[config.mk]
export PLATFORM = sky130hd
export DESIGN_NAME = esc_temp
export DESIGN_NICKNAME = d
export VERILOG_FILES = /design/src/hdl/esc_pkg.sv /design/src/hdl/esc_temp.sv
export SDC_FILE = /design/constraint.sdc
export NUM_CORES = 2
export LEC_CHECK = 0
export BUFFER_PORTS_ARGS = -buffer_cell sky130_fd_sc_hd__clkbuf_2
export CAP_MARGIN = 20
export CORE_MARGIN = 2
export CORE_UTILIZATION = 55
export CTS_BUF_LIST = sky130_fd_sc_hd__clkbuf_4 sky130_fd_sc_hd__clkbuf_8
export CTS_CLUSTER_SIZE = 10
export DETAILED_ROUTE_END_ITERATION = 12
export HOLD_SLACK_MARGIN = 0.05
export PLACE_DENSITY_LB_ADDON = 0.1
export SYNTH_ARGS = -nofsm -noshare
export SYNTH_HDL_FRONTEND = slang
export SYNTH_SLANG_ARGS = --single-unit
[constraint.sdc]
create_clock -name clk -period 20.9 [get_ports clk]
set_clock_uncertainty 0.2 [all_clocks]
set_input_delay 0 -clock clk [delete_from_list [all_inputs] [get_ports clk]]
set_output_delay 0 -clock clk [all_outputs]
set_load 0.1 [all_outputs]
[src/hdl/esc_pkg.sv]
// ----------------------------------------------------------------------------
// esc_pkg
// Shared types and constants for the environmental sensor compensation block.
// ----------------------------------------------------------------------------
`default_nettype none

package esc_pkg;

	localparam int DIV_STAGES = 64;

	// configuration register indexes
	localparam logic [2:0] REG_TEMP      = 3'd0;
	localparam logic [2:0] REG_PRESS_LO  = 3'd1;
	localparam logic [2:0] REG_PRESS_HI  = 3'd2;
	localparam logic [2:0] REG_PRESS_HUM = 3'd3;
	localparam logic [2:0] REG_HUM_TAIL  = 3'd4;

	localparam logic [32:0] TF_PRESS_OFFSET = 33'd128000;
	localparam logic [20:0] PRESS_BASE      = 21'd1048576;
	localparam logic [63:0] PRESS_SCALE     = 64'd3125;
	localparam logic [31:0] TF_HUM_OFFSET   = 32'd76800;
	localparam logic [31:0] HUM_ROUND_A     = 32'd16384;
	localparam logic [31:0] HUM_BIAS_B      = 32'd2097152;
	localparam logic [31:0] HUM_BIAS_C      = 32'd32768;
	localparam logic [31:0] HUM_ROUND_D     = 32'd8192;
	localparam logic [31:0] HUM_MAX         = 32'd419430400;
	localparam logic [63:0] PRESS_BIAS      = 64'h0000_8000_0000_0000;

	typedef struct packed {
		logic [15:0] t1;
		logic [15:0] t2;
		logic [15:0] t3;
		logic [15:0] p1;
		logic [15:0] p2;
		logic [15:0] p3;
		logic [15:0] p4;
		logic [15:0] p5;
		logic [15:0] p6;
		logic [15:0] p7;
		logic [15:0] p8;
		logic [15:0] p9;
		logic [7:0]  h1;
		logic [15:0] h2;
		logic [7:0]  h3;
		logic [15:0] h4;
		logic [15:0] h5;
		logic [7:0]  h6;
	} coef_t;

	// one item inside the divider
	typedef struct packed {
		logic [63:0] rem;
		logic [63:0] dq;
		logic [63:0] mb;
		logic        neg;
		logic        inval;
		logic [31:0] temp;
		logic [16:0] hum;
	} div_t;

endpackage

`default_nettype wire

[src/hdl/esc_temp.sv]
// ----------------------------------------------------------------------------
// esc_temp
// Four-stage fine temperature pipeline.
// ----------------------------------------------------------------------------
`default_nettype none

module esc_temp
	import esc_pkg::*;
(
	input  wire logic        clk,
	input  wire logic        arst_n,
	input  wire logic        adv,
	input  wire coef_t       coef,
	input  wire logic        vld_in,
	input  wire logic [19:0] raw_temperature,
	input  wire logic [19:0] raw_pressure,
	input  wire logic [15:0] raw_humidity,
	output logic             vld_out,
	output logic [31:0]      tfine,
	output logic [19:0]      rawp_out,
	output logic [15:0]      rawh_out
);

	logic [31:0] t2x, t3x;
	logic        vld_s1, vld_s2, vld_s3, vld_s4;
	logic [31:0] d3_s1, d4_s1, m1_s2, m2_s2, tv1_s3, m3_s3, tfine_s4;
	logic [19:0] rawp_s1, rawp_s2, rawp_s3, rawp_s4;
	logic [15:0] rawh_s1, rawh_s2, rawh_s3, rawh_s4;
	logic [31:0] a_3;

	assign t2x = {{16{coef.t2[15]}}, coef.t2};
	assign t3x = {{16{coef.t3[15]}}, coef.t3};
	assign a_3 = $signed(m2_s2) >>> 12;

	always_ff @(posedge clk or negedge arst_n) begin
		if (!arst_n) begin
			vld_s1 <= 1'b0;
			vld_s2 <= 1'b0;
			vld_s3 <= 1'b0;
			vld_s4 <= 1'b0;
		end else if (adv) begin
			vld_s1 <= vld_in;
			vld_s2 <= vld_s1;
			vld_s3 <= vld_s2;
			vld_s4 <= vld_s3;
		end
	end

	always_ff @(posedge clk) begin
		if (adv) begin
			d3_s1    <= {15'b0, raw_temperature[19:3]} - {15'b0, coef.t1, 1'b0};
			d4_s1    <= {16'b0, raw_temperature[19:4]} - {16'b0, coef.t1};
			rawp_s1  <= raw_pressure;
			rawh_s1  <= raw_humidity;
			m1_s2    <= d3_s1 * t2x;
			m2_s2    <= d4_s1 * d4_s1;
			rawp_s2  <= rawp_s1;
			rawh_s2  <= rawh_s1;
			tv1_s3   <= $signed(m1_s2) >>> 11;
			m3_s3    <= a_3 * t3x;
			rawp_s3  <= rawp_s2;
			rawh_s3  <= rawh_s2;
			tfine_s4 <= tv1_s3 + 32'($signed(m3_s3) >>> 14);
			rawp_s4  <= rawp_s3;
			rawh_s4  <= rawh_s3;
		end
	end

	assign vld_out  = vld_s4;
	assign tfine    = tfine_s4;
	assign rawp_out = rawp_s4;
	assign rawh_out = rawh_s4;

endmodule

`default_nettype wire

# --- Yosys cells after proc, flatten, opt, wreduce, memory -nomap -nowiden ---
# Index checks and enable logic that the tools add are counted.
word_totals:
  regBits: 361
  inputBits: 324
  wordCells: 25
  latch_bits: 0
  ram_bits: 0
  romBits: 0
  out_inout_bits: 69
  mem_count: 0
op_classes:
  n_reduce_logical: 0
  n_div: 0
  mux: 0
  mul: 3
  bitwise_logic: 0
  addsub: 3
  n_lt_le_gt_ge: 0
  n_shift: 0
  eq_ne: 0
ops:
  columns: ["op", "count"]
  rows:
  - ["20-bit by 16-bit multiplier with 32-bit output", 1]
  - ["32-bit by 16-bit multiplier with 32-bit output", 1]
  - ["32-bit by 32-bit multiplier with 32-bit output", 1]
  - ["21-bit by 18-bit adder with 22-bit output", 1]
  - ["17-bit by 17-bit subtractor with 18-bit output", 1]
  - ["16-bit by 16-bit subtractor with 17-bit output", 1]

# --- Depth between registers and ports, before layout ---
logic_depth:
  ltp_word: 1
  ltp_mapped: 31
  depth_no_buf: 29

# --- Worst setup path after synthesis ---
# OpenSTA, ideal clock, no wires.
synth_path:
  path_kind: "reg2reg"
  from: "reg d3_s1[5] (netlist name)"
  to: "reg m2_s2[31], data pin"
  path_slack_ns: 13.452
  period_less_slack_ns: 7.448
  stages_incl_launch_ff: 27
  arrival_time_ns: 6.989
  required_time_ns: 20.440
  setup_time_ns: 0.260
  path_buffers: 3
  cell_sequence: "edfxtp_1 > clkbuf_1 > clkbuf_1 > clkbuf_1 > nand2_1 > fa_1 > inv_1 > ha_1 > a21o_1 > fa_1 > inv_1 > fa_1 > inv_1 > fa_1 > fa_1 > fa_1 > fa_1 > ha_1 > a21o_1 > a21o_1 > a21oi_1 > nor2b_1 > or2_1 > o211ai_1 > a31oi_1 > a21oi_1 > xnor2_1"
synth_lines:
  columns: ["item", "line_no", "source"]
  rows:
  - ["end signal, assigned", "esc_temp.sv:56", "m2_s2 <= d4_s1 * d4_s1;"]
  - ["end, declared", "esc_temp.sv:26", "logic [31:0] d3_s1, d4_s1, m1_s2, m2_s2, tv1_s3, m3_s3, tfine_s4;"]

==> out/metrics.csv <==
stage,metric,value,unit
run_status,outcome,"complete, no violations",
placed_design,io_buffers,173,
worst_setup_path,startpoint_type,flip-flop,
worst_setup_path,critPathTopFamily,adder cells,
grt,antenna_found_initial,1,
placed_design,pre_cts_ws,13.09,ns
worst_setup_path,cp.depth,24,
clock_tree,cts.htree.levels,2,
worst_setup_path,endpoint_kind,flip-flop,
clock_tree,cts_setup_buffers,0,
synth,ys.warnings.count,0,
worst_setup_path,reg2reg_depth,24,
route,ant_nets,0,
clock_tree,cts.sinks,268,
synth,yosysSeqAreaShare,19.60,%
placed_design,place.gp.congestion,0.8623,
route,via_per_inst,5.074,
grt,overflow,0,
worst_setup_path,cpMaxStageDelayCell,edfxtp_1,
route,routed_wl,88.40,mm
clock_tree,cts_root_buf,clkbuf_8,
grt,grt_usage,24.33,%
clock_tree,tritoncts,built,
synth,syn_area,40960,um2
synth,syn-num-nets,5398,
die,row_count,100,
finish,final_core_util,60.69,%
clock_tree,cts_buffers,46,
run,cap_violations,0,
route,vias,25990,
clock_tree,cts.path.max_buffers,3,
grt,grt_pass1_vias,28110,
die,io_pins,393,
die,core_area,74070,um2
clock_tree,cts.clk_slew.worst_paths,0.06,ns
synth,syn_inst,3880,
die,chipWidth,276.9,um
worst_setup_path,path_cells,"nand2_1, inv_1, nand2_1, inv_1, nor2_1, inv_1, fa_1, inv_1, fa_1, inv_1, ha_1, fa_1, fa_1, fa_1, fa_1, ha_1, a21o_1, a21oi_1, nor2b_1, or2_1, o211ai_1, a31oi_1, a21oi_1, xnor2_1",
worst_setup_path,rr_endpoint,m2_s2[31],
synth,ys_async_sr_fraction,1.493,%
synth,ys.flop_type,edfxtp_1,
synth,ys_types,69,
worst_setup_path,slowest_delay,0.70,ns
timing,rsz0062_at_grt,no,
worst_setup_path,worst-endpoint-arrival,7.92,ns
die,design.die.area,76660,um2
grt,gr-usage-met2,41.44,%
grt,top_usage_layer,met2,
synth,synth-seq-cells,268,
finish,drive_gt1_share,7.250,%
finish,nets,5638,
worst_setup_path,cp_common_cell,fa_1,
synth,postSynthAreaPerCell,10.56,um2
die,die_h,276.9,um
worst_setup_path,path_class,flip-flop to flip-flop,
worst_setup_path,rrSetupSlack,13.13,ns
timing,fin_tns_setup,0,ns
timing,worst_pin_slew,0.8779,ns
synth,synth_edf_count,264,
worst_setup_path,startpoint,d3_s1[30],
route,first_pass_iters,6,
timing,drv_slew,0,
grt,grt_pass1_wl,146.9,mm
min_path,min_path_type,primary input to async pin,
timing,setup_violations,0,
worst_setup_path,required,21.05,ns
timing,slew_headroom,41.47,%
grt,use_met1,33.44,%
grt,use_met3,3.366,%
route,drcViolationCount,0,
timing,finalWorstSetupSlack,13.13,ns
worst_setup_path,worstPathMaxFanout,19,
finish,area_growth,9.767,%
route,wl_per_cell,17.26,um
timing,finalHoldViolCount,0,
route,drt-initial-drc-count,1179,
worst_setup_path,path_buf_inv,5,
placed_design,dp_hpwl,69.59,mm
worst_setup_path,rr_startpoint,d3_s1[30],
die,start_util,55.29,%
worst_setup_path,crit_end,m2_s2[31],
grt,grt_max_degree,73,
clock_tree,clkLatencyLatePin,0.63,ns
timing,max_freq,128.7,MHz
timing,period_share,37.17,%
timing,min_period,7.768,ns
[cells in the mapped netlist, drive strengths merged (2+ instances only)]
cell type | count | area, um2
and3 | 8 | 50.05
o21ai | 34 | 173.9
nor4 | 2 | 12.51
a31oi | 5 | 31.28
nand2 | 433 | 1625
or3 | 5 | 36.28
a21oi | 46 | 249.0
buf | 13 | 87.58
dfrtp | 4 | 100.1
nor2 | 86 | 322.8
clkinv | 2 | 7.510
a31o | 3 | 35.04
o311ai | 3 | 33.79
fa | 860 | 17220
a211oi | 10 | 85.08
o31a | 3 | 27.53
nand4 | 9 | 56.30
mux2 | 4 | 45.04
a2111oi | 3 | 38.79
clkbuf | 130 | 488.0
a221oi | 2 | 17.52
o31ai | 4 | 35.03
and2 | 306 | 1916
a41o | 2 | 20.02
a21o | 32 | 247.7
o21a | 16 | 120.1
ha | 334 | 4179
nor3 | 24 | 125.1
edfxtp | 264 | 7928
or2 | 4 | 25.03
nor2b | 20 | 125.1
nand3 | 14 | 70.07
xnor2 | 112 | 980.9
a21boi | 9 | 71.32
o21bai | 5 | 37.54
inv | 992 | 3724
nand2b | 24 | 150.1
xor2 | 38 | 332.8
o211ai | 4 | 30.03
[state kept, by name (all words and copies together) (netlist names), 18 cells and up]
| signal | flops |
|---|---|
| rawp_s2 | 20 |
| rawp_s3 | 20 |
| m2_s2 | 20 |
| tv1_s3 | 21 |
| m3_s3 | 18 |
| tfine | 22 |
| rawp_out | 20 |
| rawp_s1 | 20 |
| d3_s1 | 18 |
| m1_s2 | 21 |
[cell families after synthesis]
group | share of synthesized area (%)
flops | 19.60
buf+inv | 10.52
compound gates | 3.214
mux | 0.1344
fa+ha+maj | 52.27
simple gates | 11.06
xor+xnor | 3.208
[cells in the final DEF (no fill, tap or decap), types with 38 or more instances in the layout]
cell type and count:
xor2_1 38, ha_1 334, clkbuf_2 172, a21oi_1 43
dlygate4sd3_1 133, xnor2_1 112, edfxtp_1 264, fa_1 860
and2_1 305, inv_1 992, nor2_1 86, nand2_1 433
clkbuf_8 46
[worst reg2reg max path: stages, from the launching register on]
cell and delay, ns:
edfxtp_1 0.70, nand2_1 0.37, inv_1 0.33, nand2_1 0.31, inv_1 0.13, nor2_1 0.28, inv_1 0.19, fa_1 0.52
inv_1 0.05, fa_1 0.48, inv_1 0.04, ha_1 0.18, fa_1 0.47, fa_1 0.57, fa_1 0.45, fa_1 0.45
ha_1 0.35, a21o_1 0.17, a21oi_1 0.21, nor2b_1 0.09, or2_1 0.25, o211ai_1 0.26, a31oi_1 0.15, a21oi_1 0.19
xnor2_1 0.10
[metal layers]
| metal | share of wire, % | up-vias |
|---|---|---|
| li1 | - | 12000 |
| met1 | 44 | 13320 |
| met2 | 49 | 552 |
| met3 | 4.7 | 120 |
| met4 | 2.3 | 0 |
| met5 | 0 | - |
[repair_timing]
item,4_1_cts,5_1_grt
resized for setup,0,0
hold buffers,133,0
endpoints found under the hold margin,129,0
[worst min path at each step]
stage | startpoint | to | slack [ns] | cells after the start
finish | arst_n | vld_out | 0.12 | 3
global route | arst_n | vld_s2 | 0.1 | 3
CTS | arst_n | vld_out | 0.07 | 3
detailed placement | arst_n | vld_out | -0.38 | 1
global placement | arst_n | vld_s1 | -0.39 | 1
floorplan | arst_n | vld_out | -0.50 | 0
[cell type report]
type | instances | area [um2]
Fill cell | 6336 | 29120
Multi-Input combinational cell | 2475 | 28620
Sequential cell | 268 | 8028
Inverter | 994 | 3731
Timing Repair Buffer | 335 | 2425
Tap cell | 969 | 1212
Clock buffer | 60 | 738.2
Clock inverter | 20 | 197.7
Antenna cell | 1 | 2.502
[stage by stage]
| step | instance area [um2] | std cells | hold WS [ns] |
|---|---|---|---|
| finish | 44960 | 5122 | 0.1163 |
| detailed placement | 42690 | 4908 | -0.3802 |
| floorplan | 40960 | 3880 | -0.4956 |
| global placement | 42690 | 4908 | -0.3907 |
| CTS | 44950 | 5121 | 0.06893 |
| global route | 44960 | 5122 | 0.09760 |
Power is left out: the tool's default activity adds up to more than one toggle a clock period on the data nets, which glitch-free logic cannot reach.
